[src/design/tnlm_pkg.sv]
package tnlm_pkg;

    localparam int ElemW     = 16;
    localparam int FieldW    = 16;
    localparam int LblW      = 16;
    localparam int MaxRows   = 1024;
    localparam int IdxW      = $clog2(MaxRows);
    localparam int DistW     = 48;
    localparam int SqW       = 2 * ElemW;
    localparam int NumSlots  = 3;
    localparam int CntW      = 2;
    localparam int InDataW   = 4 * FieldW;
    localparam int ResW      = 1 + 3 * IdxW + DistW + CntW;
    localparam int OutDataW  = ((ResW + 7) / 8) * 8;

    localparam logic [DistW-1:0] DistEmpty = '1;

    typedef struct packed {
        logic [FieldW-1:0] train_value;
        logic [FieldW-1:0] query_value;
        logic [LblW-1:0]   train_label;
        logic [LblW-1:0]   query_label;
        logic              row_end;
        logic              query_end;
    } in_item_t;

    typedef struct packed {
        logic [SqW-1:0]  sq;
        logic [LblW-1:0] train_label;
        logic [LblW-1:0] query_label;
        logic            row_end;
        logic            query_end;
    } sq_item_t;

    typedef struct packed {
        logic [DistW-1:0] distance;
        logic [IdxW-1:0]  idx;
        logic [LblW-1:0]  label;
        logic [LblW-1:0]  query_label;
        logic             query_end;
    } row_item_t;

    typedef struct packed {
        logic             label_hit;
        logic [IdxW-1:0]  first_index;
        logic [IdxW-1:0]  second_index;
        logic [IdxW-1:0]  third_index;
        logic [DistW-1:0] best_distance;
        logic [CntW-1:0]  slots_filled;
    } result_t;

endpackage

[src/design/tnlm_sqdiff.sv]
module tnlm_sqdiff (
    input  logic                aclk,
    input  logic                aresetn,
    input  logic                advance,
    input  logic                in_valid,
    input  tnlm_pkg::in_item_t  in_item,
    output logic                sq_valid,
    output tnlm_pkg::sq_item_t  sq_item
);

    logic                             in_valid_reg;
    tnlm_pkg::in_item_t               in_reg;
    logic                             sq_valid_reg;
    tnlm_pkg::sq_item_t               sq_reg;
    tnlm_pkg::sq_item_t               sq_next;

    logic [tnlm_pkg::ElemW-1:0]       t_val;
    logic [tnlm_pkg::ElemW-1:0]       q_val;
    logic [tnlm_pkg::ElemW:0]         diff;
    logic [tnlm_pkg::ElemW:0]         diff_neg;
    logic [tnlm_pkg::ElemW-1:0]       mag;

    always_comb begin
        t_val    = in_reg.train_value[tnlm_pkg::ElemW-1:0];
        q_val    = in_reg.query_value[tnlm_pkg::ElemW-1:0];
        diff     = {t_val[tnlm_pkg::ElemW-1], t_val} - {q_val[tnlm_pkg::ElemW-1], q_val};
        diff_neg = -diff;
        mag      = diff[tnlm_pkg::ElemW] ? diff_neg[tnlm_pkg::ElemW-1:0]
                                         : diff[tnlm_pkg::ElemW-1:0];
        sq_next.sq          = tnlm_pkg::SqW'(mag) * tnlm_pkg::SqW'(mag);
        sq_next.train_label = in_reg.train_label;
        sq_next.query_label = in_reg.query_label;
        sq_next.row_end     = in_reg.row_end;
        sq_next.query_end   = in_reg.query_end;
    end

    always_ff @(posedge aclk) begin
        if (!aresetn) begin
            in_valid_reg <= 1'b0;
            sq_valid_reg <= 1'b0;
        end else if (advance) begin
            in_valid_reg <= in_valid;
            sq_valid_reg <= in_valid_reg;
        end
    end

    always_ff @(posedge aclk) begin
        if (advance) begin
            in_reg <= in_item;
            sq_reg <= sq_next;
        end
    end

    assign sq_valid = sq_valid_reg;
    assign sq_item  = sq_reg;

endmodule

[src/design/tnlm_acc.sv]
module tnlm_acc (
    input  logic                aclk,
    input  logic                aresetn,
    input  logic                advance,
    input  logic                sq_valid,
    input  tnlm_pkg::sq_item_t  sq_item,
    output logic                row_valid,
    output tnlm_pkg::row_item_t row_item
);

    logic [tnlm_pkg::DistW-1:0] acc_reg;
    logic [tnlm_pkg::DistW-1:0] acc_next;
    logic [tnlm_pkg::IdxW-1:0]  row_cnt_reg;
    logic [tnlm_pkg::IdxW-1:0]  row_cnt_next;
    logic                       row_valid_reg;
    tnlm_pkg::row_item_t        row_reg;
    tnlm_pkg::row_item_t        row_next;

    logic [tnlm_pkg::DistW:0]   sum;
    logic [tnlm_pkg::DistW-1:0] sat;
    logic                       closes;

    always_comb begin
        sum    = {1'b0, acc_reg} + (tnlm_pkg::DistW + 1)'(sq_item.sq);
        sat    = sum[tnlm_pkg::DistW] ? tnlm_pkg::DistEmpty : sum[tnlm_pkg::DistW-1:0];
        closes = sq_valid && (sq_item.row_end || sq_item.query_end);

        acc_next     = acc_reg;
        row_cnt_next = row_cnt_reg;
        if (closes) begin
            acc_next = '0;
            if (sq_item.query_end || row_cnt_reg == tnlm_pkg::IdxW'(tnlm_pkg::MaxRows - 1)) begin
                row_cnt_next = '0;
            end else begin
                row_cnt_next = row_cnt_reg + tnlm_pkg::IdxW'(1);
            end
        end else if (sq_valid) begin
            acc_next = sat;
        end

        row_next.distance    = sat;
        row_next.idx         = row_cnt_reg;
        row_next.label       = sq_item.train_label;
        row_next.query_label = sq_item.query_label;
        row_next.query_end   = sq_item.query_end;
    end

    always_ff @(posedge aclk) begin
        if (!aresetn) begin
            acc_reg       <= '0;
            row_cnt_reg   <= '0;
            row_valid_reg <= 1'b0;
        end else if (advance) begin
            acc_reg       <= acc_next;
            row_cnt_reg   <= row_cnt_next;
            row_valid_reg <= closes;
        end
    end

    always_ff @(posedge aclk) begin
        if (advance) begin
            row_reg <= row_next;
        end
    end

    assign row_valid = row_valid_reg;
    assign row_item  = row_reg;

endmodule

[src/design/tnlm_slots.sv]
module tnlm_slots (
    input  logic                aclk,
    input  logic                aresetn,
    input  logic                row_valid,
    input  tnlm_pkg::row_item_t row_item,
    input  logic                res_ready,
    output logic                advance,
    output logic                res_valid,
    output tnlm_pkg::result_t   res
);

    logic [tnlm_pkg::DistW-1:0] dist_reg [tnlm_pkg::NumSlots];
    logic [tnlm_pkg::IdxW-1:0]  idx_reg  [tnlm_pkg::NumSlots];
    logic [tnlm_pkg::LblW-1:0]  lbl_reg  [tnlm_pkg::NumSlots];
    logic [tnlm_pkg::CntW-1:0]  cnt_reg;

    logic [tnlm_pkg::DistW-1:0] dist_next [tnlm_pkg::NumSlots];
    logic [tnlm_pkg::IdxW-1:0]  idx_next  [tnlm_pkg::NumSlots];
    logic [tnlm_pkg::LblW-1:0]  lbl_next  [tnlm_pkg::NumSlots];
    logic [tnlm_pkg::CntW-1:0]  cnt_next;

    logic [tnlm_pkg::NumSlots-1:0] le;
    logic [tnlm_pkg::NumSlots-1:0] ahead;
    logic                          res_valid_reg;
    tnlm_pkg::result_t             res_reg;
    tnlm_pkg::result_t             res_next;
    logic                          hit;

    // stall only when a query result meets a full output register
    assign advance = !(row_valid && row_item.query_end && res_valid_reg && !res_ready);

    always_comb begin
        for (int k = 0; k < tnlm_pkg::NumSlots; k++) begin
            le[k] = (tnlm_pkg::CntW'(k) < cnt_reg) && (dist_reg[k] <= row_item.distance);
        end
        ahead[0] = 1'b1;
        for (int k = 1; k < tnlm_pkg::NumSlots; k++) begin
            ahead[k] = ahead[k-1] && le[k-1];
        end

        for (int k = 0; k < tnlm_pkg::NumSlots; k++) begin
            dist_next[k] = dist_reg[k];
            idx_next[k]  = idx_reg[k];
            lbl_next[k]  = lbl_reg[k];
            if (row_valid) begin
                if (ahead[k] && !le[k]) begin
                    dist_next[k] = row_item.distance;
                    idx_next[k]  = row_item.idx;
                    lbl_next[k]  = row_item.label;
                end else if (!ahead[k] && k > 0) begin
                    dist_next[k] = dist_reg[k-1];
                    idx_next[k]  = idx_reg[k-1];
                    lbl_next[k]  = lbl_reg[k-1];
                end
            end
        end

        cnt_next = cnt_reg;
        if (row_valid && !(&le) && cnt_reg != tnlm_pkg::CntW'(tnlm_pkg::NumSlots)) begin
            cnt_next = cnt_reg + tnlm_pkg::CntW'(1);
        end

        hit = 1'b0;
        for (int k = 0; k < tnlm_pkg::NumSlots; k++) begin
            if (tnlm_pkg::CntW'(k) < cnt_next && lbl_next[k] == row_item.query_label) begin
                hit = 1'b1;
            end
        end

        res_next.label_hit     = hit;
        res_next.first_index   = (cnt_next > 2'd0) ? idx_next[0] : '0;
        res_next.second_index  = (cnt_next > 2'd1) ? idx_next[1] : '0;
        res_next.third_index   = (cnt_next > 2'd2) ? idx_next[2] : '0;
        res_next.best_distance = (cnt_next > 2'd0) ? dist_next[0] : '0;
        res_next.slots_filled  = cnt_next;
    end

    always_ff @(posedge aclk) begin
        if (!aresetn) begin
            for (int k = 0; k < tnlm_pkg::NumSlots; k++) begin
                dist_reg[k] <= tnlm_pkg::DistEmpty;
                idx_reg[k]  <= '0;
                lbl_reg[k]  <= '0;
            end
            cnt_reg       <= '0;
            res_valid_reg <= 1'b0;
        end else begin
            if (advance && row_valid) begin
                if (row_item.query_end) begin
                    for (int k = 0; k < tnlm_pkg::NumSlots; k++) begin
                        dist_reg[k] <= tnlm_pkg::DistEmpty;
                        idx_reg[k]  <= '0;
                        lbl_reg[k]  <= '0;
                    end
                    cnt_reg <= '0;
                end else begin
                    for (int k = 0; k < tnlm_pkg::NumSlots; k++) begin
                        dist_reg[k] <= dist_next[k];
                        idx_reg[k]  <= idx_next[k];
                        lbl_reg[k]  <= lbl_next[k];
                    end
                    cnt_reg <= cnt_next;
                end
            end
            if (advance && row_valid && row_item.query_end) begin
                res_valid_reg <= 1'b1;
            end else if (res_ready) begin
                res_valid_reg <= 1'b0;
            end
        end
    end

    always_ff @(posedge aclk) begin
        if (advance && row_valid && row_item.query_end) begin
            res_reg <= res_next;
        end
    end

    assign res_valid = res_valid_reg;
    assign res       = res_reg;

endmodule

[src/design/three_nearest_label_match_top.sv]
// Channel | Direction | Ports                     | Request
// s_      | in        | tvalid tready tdata tlast | one training/query element pair
//         |           | tuser                     |
// m_      | out       | tvalid tready tdata       | one query report
//
// One request per cycle while s_tready is high; a report leaves once its query-end request has passed every stage.
// Depth is set by the register stages: input, square, row accumulate, slot insert.
// Synchronous active-low reset clears the accumulator, row count and all slots.
// Input stalls only when a query report reaches a still-full output register.
module three_nearest_label_match_top (
    input  logic                          aclk,
    input  logic                          aresetn,
    input  logic                          s_tvalid,
    output logic                          s_tready,
    // train_value[15:0], query_value[31:16], train_label[47:32], query_label[63:48]
    input  logic [tnlm_pkg::InDataW-1:0]  s_tdata,
    input  logic                          s_tlast,  // query_end
    input  logic                          s_tuser,  // row_end
    output logic                          m_tvalid,
    input  logic                          m_tready,
    // label_hit[0], first_index[10:1], second_index[20:11], third_index[30:21],
    // best_distance[78:31], slots_filled[80:79], zero fill [87:81]
    output logic [tnlm_pkg::OutDataW-1:0] m_tdata
);

    tnlm_pkg::in_item_t  in_item;
    logic                advance;
    logic                sq_valid;
    tnlm_pkg::sq_item_t  sq_item;
    logic                row_valid;
    tnlm_pkg::row_item_t row_item;
    tnlm_pkg::result_t   res;

    always_comb begin
        in_item.train_value = s_tdata[tnlm_pkg::FieldW-1:0];
        in_item.query_value = s_tdata[2*tnlm_pkg::FieldW-1:tnlm_pkg::FieldW];
        in_item.train_label = s_tdata[3*tnlm_pkg::FieldW-1:2*tnlm_pkg::FieldW];
        in_item.query_label = s_tdata[4*tnlm_pkg::FieldW-1:3*tnlm_pkg::FieldW];
        in_item.row_end     = s_tuser;
        in_item.query_end   = s_tlast;
    end

    assign s_tready = advance;

    tnlm_sqdiff u_sqdiff (
        .aclk     (aclk),
        .aresetn  (aresetn),
        .advance  (advance),
        .in_valid (s_tvalid),
        .in_item  (in_item),
        .sq_valid (sq_valid),
        .sq_item  (sq_item)
    );

    tnlm_acc u_acc (
        .aclk      (aclk),
        .aresetn   (aresetn),
        .advance   (advance),
        .sq_valid  (sq_valid),
        .sq_item   (sq_item),
        .row_valid (row_valid),
        .row_item  (row_item)
    );

    tnlm_slots u_slots (
        .aclk      (aclk),
        .aresetn   (aresetn),
        .row_valid (row_valid),
        .row_item  (row_item),
        .res_ready (m_tready),
        .advance   (advance),
        .res_valid (m_tvalid),
        .res       (res)
    );

    assign m_tdata = {{(tnlm_pkg::OutDataW - tnlm_pkg::ResW){1'b0}},
                      res.slots_filled,
                      res.best_distance,
                      res.third_index,
                      res.second_index,
                      res.first_index,
                      res.label_hit};

endmodule
[config.mk]
export PLATFORM = sky130hd
export DESIGN_NAME = three_nearest_label_match_top
export DESIGN_NICKNAME = d
export VERILOG_FILES = /design/src/design/tnlm_pkg.sv /design/src/design/tnlm_sqdiff.sv /design/src/design/tnlm_acc.sv /design/src/design/tnlm_slots.sv /design/src/design/three_nearest_label_match_top.sv
export SDC_FILE = /design/constraint.sdc
export NUM_CORES = 2
export LEC_CHECK = 0
export ABC_AREA = 1
export BUFFER_PORTS_ARGS = -buffer_cell sky130_fd_sc_hd__buf_2
export CAP_MARGIN = 25
export CORE_UTILIZATION = 56
export CTS_BUF_LIST = sky130_fd_sc_hd__clkbuf_4 sky130_fd_sc_hd__clkbuf_8
export DETAILED_ROUTE_END_ITERATION = 7
export HOLD_SLACK_MARGIN = 0.06
export PLACE_DENSITY = 0.78
export SYNTH_ARGS = -nofsm -noshare
export SYNTH_HDL_FRONTEND = slang
export SYNTH_HIERARCHICAL = 1
export SYNTH_SLANG_ARGS = --single-unit
[constraint.sdc]
create_clock -name aclk -period 14.15 [get_ports aclk]
set_input_delay 0 -clock aclk [delete_from_list [all_inputs] [get_ports aclk]]
set_output_delay 0 -clock aclk [all_outputs]
set_load 0.02 [all_outputs]
# Word-level counts from Yosys, hierarchy flattened
# Memory sizes are Yosys's and may differ from the RTL's.
# Cells that the tools add are included.
[totals]
reg_bits = 368
ram_bits = 222
in_bits = 70
output_inout_bits = 90
n_memories = 3
[op_classes]
add_sub_neg = 5
mul = 1
n_lt_le_gt_ge = 12
eq_ne = 5
n_mux = 61
bitwise = 19
reduce_logical = 30
[memory_table]
columns = ["memory", "words", "width", "read_ports", "rd_clocked_by_memory_dff", "write_ports", "line_no", "rtl"]
rows = [
  ["u_slots.dist_reg", 3, 48, 3, 0, 3, "tnlm_slots.sv:12", "logic [tnlm_pkg::DistW-1:0] dist_reg [tnlm_pkg::NumSlots];"],
  ["u_slots.lbl_reg", 3, 16, 3, 0, 3, "tnlm_slots.sv:14", "logic [tnlm_pkg::LblW-1:0] lbl_reg [tnlm_pkg::NumSlots];"],
  ["u_slots.idx_reg", 3, 10, 3, 0, 3, "tnlm_slots.sv:13", "logic [tnlm_pkg::IdxW-1:0] idx_reg [tnlm_pkg::NumSlots];"],
]
[ops]
columns = ["cell", "count"]
rows = [
  ["two-way mux 48 bit", 17],
  ["two-way mux 16 bit", 15],
  ["two-way mux 10 bit", 15],
  ["<= comparator 48 bit", 3],
  ["adder 48 x 32 -> 49 bit", 1],
  ["== test 16 bit", 3],
  ["multiplier 16 x 16 -> 32 bit", 1],
  ["bitwise OR 1 bit", 18],
  ["logical AND 1 bit", 17],
  ["subtractor 16 x 16 -> 17 bit", 1],
  ["negation 16 bit", 1],
  ["two-way mux 1 bit", 12],
  ["adder 10 x 1 -> 10 bit (second input constant)", 1],
  ["== test 10 bit (second input constant)", 1],
  ["less-than comparator 1 x 2 -> 1 bit (first input constant)", 4],
  ["zero test 1 bit", 5],
  ["greater-than comparator 2 x 1 -> 1 bit (second input constant)", 2],
  ["less-than comparator 2 bit (first input constant)", 2],
  ["two-way mux 2 bit", 2],
  ["AND reduction 2 bit", 2],
  ["nonzero test 2 bit", 2],
  ["AND reduction 3 bit", 1],
  ["adder 2 x 1 -> 2 bit (second input constant)", 1],
  ["greater-than comparator 2 bit (second input constant)", 1],
  ["other kinds (4)", 5],
]

# Longest topological paths before layout
# An unclocked memory read counts as a cell.
[logic_depth]
depth_word = 11
mapped_depth = 43
depth_no_buf = 42

# Modules after synthesis
# Netlist, hierarchy kept.
[modules_own_cells]
columns = ["mod", "instances", "cells_per_inst", "area_per_inst_um2"]
rows = [
  ["tnlm_slots", 1, 2031, 18407.7],
  ["tnlm_sqdiff", 1, 1321, 12911.1],
  ["tnlm_acc", 1, 1175, 9103.7],
  ["three_nearest_label_match_top", 1, 8, 56.3],
]

# Least setup slack after synthesis
# Ideal clock, no wire load.
[synth_timing]
path_kind = "register to register"
startpoint = "reg u_acc.row_valid_reg (netlist: u_acc/row_valid)"
endpoint = "reg u_acc/row_cnt_reg[8] (netlist name)"
t_arrival_ns = 9.476
setup_slack_ns = 4.616
stages_incl_launch_ff = 12
path_buffers = 4
period_less_slack_ns = 9.534
path_cell_list = "dfxtp_1 > buf_4 > buf_1 > clkbuf_1 > clkbuf_1 > nand3_1 > nand2_1 > inv_1 > o21ai_0 > nand2_1 > a21oi_1 > o21a_1"
[synth_via]
elab_chain_len = 5
[synth_lines]
columns = ["element", "line_no", "rtl"]
rows = [
  ["start, declared", "tnlm_acc.sv:15", "logic row_valid_reg;"],
  ["start signal, assigned", "tnlm_acc.sv:56", "row_valid_reg <= closes;"],
  ["logical AND 1 bit (3 in a row)", "tnlm_slots.sv:30", "assign advance = !(row_valid && row_item.query_end && res_valid_reg && !res_ready);"],
  ["inverter 1 bit (no source line)", "-", ""],
  ["AND reduction 2 bit (no source line)", "-", ""],
  ["end signal, assigned", "tnlm_acc.sv:55", "row_cnt_reg <= row_cnt_next;"],
  ["end, declared", "tnlm_acc.sv:13", "logic [tnlm_pkg::IdxW-1:0] row_cnt_reg;"],
]
# No other way between the ends.
# A chain may end at the register's enable or synchronous reset.

==> summary.txt <==
Status -> finished, final reports clean
Slew at the pin closest to its max-slew limit -> 0.994 ns
First-pass GRT wire length -> 161000 um
Clock Pin Slew Worst Setup and Hold Paths -> 0.06 ns
Fin. max-slew vios -> 0
Ys async rst share -> 0
IO buf count -> 152
Unrepaired setup endpoints after global routing -> no
CTS tree -> yes
Crit path time final -> 8.49 ns
Synth top cells by count -> nand2_1, inv_1, edfxtp_1, nor2_1, ha_1
Routed via count -> 31800
Worst Clk Skew -> 0.0784 ns
Drt drc -> 0
Max stage delay cell, worst path -> ha_1
Final count of negative-setup-slack endpoints -> 0
Max reg flops -> 144
Netlist cell types -> 65
Routed Antenna Nets -> 0
Layout cells sized above 1 -> 0.125
Routed len/inst -> 17.2 um
Hpwl dp -> 70300 um
Area share of the largest cell type after synthesis -> 0.389
Largest net degree at the start of global routing -> 147
Maxcap violations -> 0
Overall Global Routing Usage -> 0.274
TritonCTS buffer count -> 97
Grt total ovfl -> 0
Startpoint types -> register
Ports -> 160
GPL Wtd Cong -> 0.957
Die Width -> 271 um
Final WL -> 101000 um
Largest cells by area after synthesis -> edfxtp_1, nand2_1, ha_1, fa_1, inv_1
EDFF count, synth -> 525
Die H -> 271 um
Setup CP Type -> reg2reg
H-tree depth -> 3
Synth area leader -> edfxtp_1
Area added between synthesis and finish -> 12.3%
Post-DR vias/cell -> 5.44
Antenna violations before repair -> 2
Area of the die -> 0.0734 sq mm
Fmax -> 118 MHz
Vias in the first global route -> 31200
Worst path max stage delay -> 0.77 ns
Mapped Area -> 0.0405 sq mm
Ys flop type -> edfxtp_1
Hold_ws -> 0.125 ns
Worst skew pair latency -> 0.72 ns
Crit end category -> register
Post-CTS Setup Inserts -> 0
Most numerous cell in the Yosys netlist -> nand2_1
Row count -> 98
Synth Instances -> 4535
Seq/Total Area, Yosys -> 0.421
Hold Path Class -> in2reg
Setup TNS -> 0 ns
Most frequent CP cell -> fa_1
Syn_area_per_cell -> 8.93 sq um
Clock Tree Root -> clkbuf_8
Tcrit/Tclk final -> 0.600
Synth Register Bits -> 589
Core box area -> 0.0715 sq mm
Initial drt markers -> 3072
WP data required -> 14.59 ns
Nets@finish -> 5348
Starting Density -> 0.566
DRT Pass-1 Iters -> 6
CP arrival -> 8.93 ns
Final Hold Viols -> 0
# clock sinks -> 589
Max Buffers Root-to-Sink -> 3
Relative slew margins -> 0.336
CP Max Fanout -> 17
Synth Warn # -> 6
## worst max-delay path, delay by kind of cell (launching register included)
| family | cells | cell delay (ns) |
|---|---|---|
| adders and majority gates | 8 | 4.19 |
| and+or+nand+nor | 14 | 2.47 |
| AOI/OAI and AO/OA | 2 | 0.27 |
| xor gates and xnor gates | 1 | 0.15 |
| DFF | 1 | 0.37 |
| buffers and inverters | 6 | 0.75 |
## layout make-up
| class | count | area, sq um |
|---|---|---|
| fillers | 5692 | 26000 |
| multi-input cells | 3074 | 19900 |
| flip-flops and latches | 589 | 17000 |
| inverters | 750 | 2820 |
| repair buffers | 308 | 2320 |
| clock buffers | 123 | 1590 |
| well taps | 950 | 1190 |
| clock inverters | 58 | 554 |
| diodes | 1 | 2.50 |
## timing repair
action,4_1_cts,5_1_grt
hold buffers,136,0
hold endpoints to repair,102,0
resized for setup,0,0
## final timing paths
path	startpoint	end	slack, ns	cells past startpoint
worst max-delay path	u_sqdiff/q_val[0]$_DFFE_PP_	u_sqdiff/sq_item[63]$_DFFE_PP_	5.66	31
worst min-delay path	s_tdata[56]	u_sqdiff/in_reg[10]$_DFFE_PP_	0.13	2
worst max register to register	u_sqdiff/q_val[0]$_DFFE_PP_	u_sqdiff/sq_item[63]$_DFFE_PP_	5.66	31
worst min register to register	u_sqdiff/sq_item[15]$_DFFE_PP_	u_acc/row_item[14]$_DFFE_PP_	0.39	0
## through the flow
stage / area, sq um / instances / worst slack, ns / utilization
3_5_place_dp: 41900 / 5534 / 5.78 / 0.587
4_1_cts: 45400 / 5851 / 5.74 / 0.636
3_3_place_gp: 41900 / 5533 / 5.92 / 0.586
6_report: 45500 / 5853 / 5.66 / 0.636
5_1_grt: 45500 / 5853 / 5.13 / 0.636
2_1_floorplan: 40500 / 4541 / 4.62 / -
## cells by family (layout without fill, tap and decap cells)
group,Yosys count,after routing,share of synthesized area
buf+inv,878,1239,0.0881
compound gates,489,489,0.0753
fa+ha+maj,458,458,0.173
flops,589,589,0.421
xor+xnor,70,70,0.0169
other cells,2,9,0.000186
simple gates,2049,2049,0.226
## layout by cell type (no fill, tap or decap), drive strengths merged, types with 123 or more instances in the layout
master / instances
nor2: 515
ha: 290
dlygate4sd3: 136
edfxtp: 525
nand3: 204
inv: 753
buf: 172
clkbuf: 123
a21oi: 240
nand2: 1205
fa: 168
## per-layer routing
metal / track usage / vias up / part of all wire
met5: 0 / - / 0.000099
li1: - / 15300 / -
met4: 0.109 / 2 / 0.036
met3: 0.0367 / 248 / 0.066
met1: 0.357 / 15000 / 0.41
met2: 0.462 / 1290 / 0.48
Power is left out: the tool's default activity adds up to more than one toggle a clock period on the data nets, which glitch-free logic cannot reach.
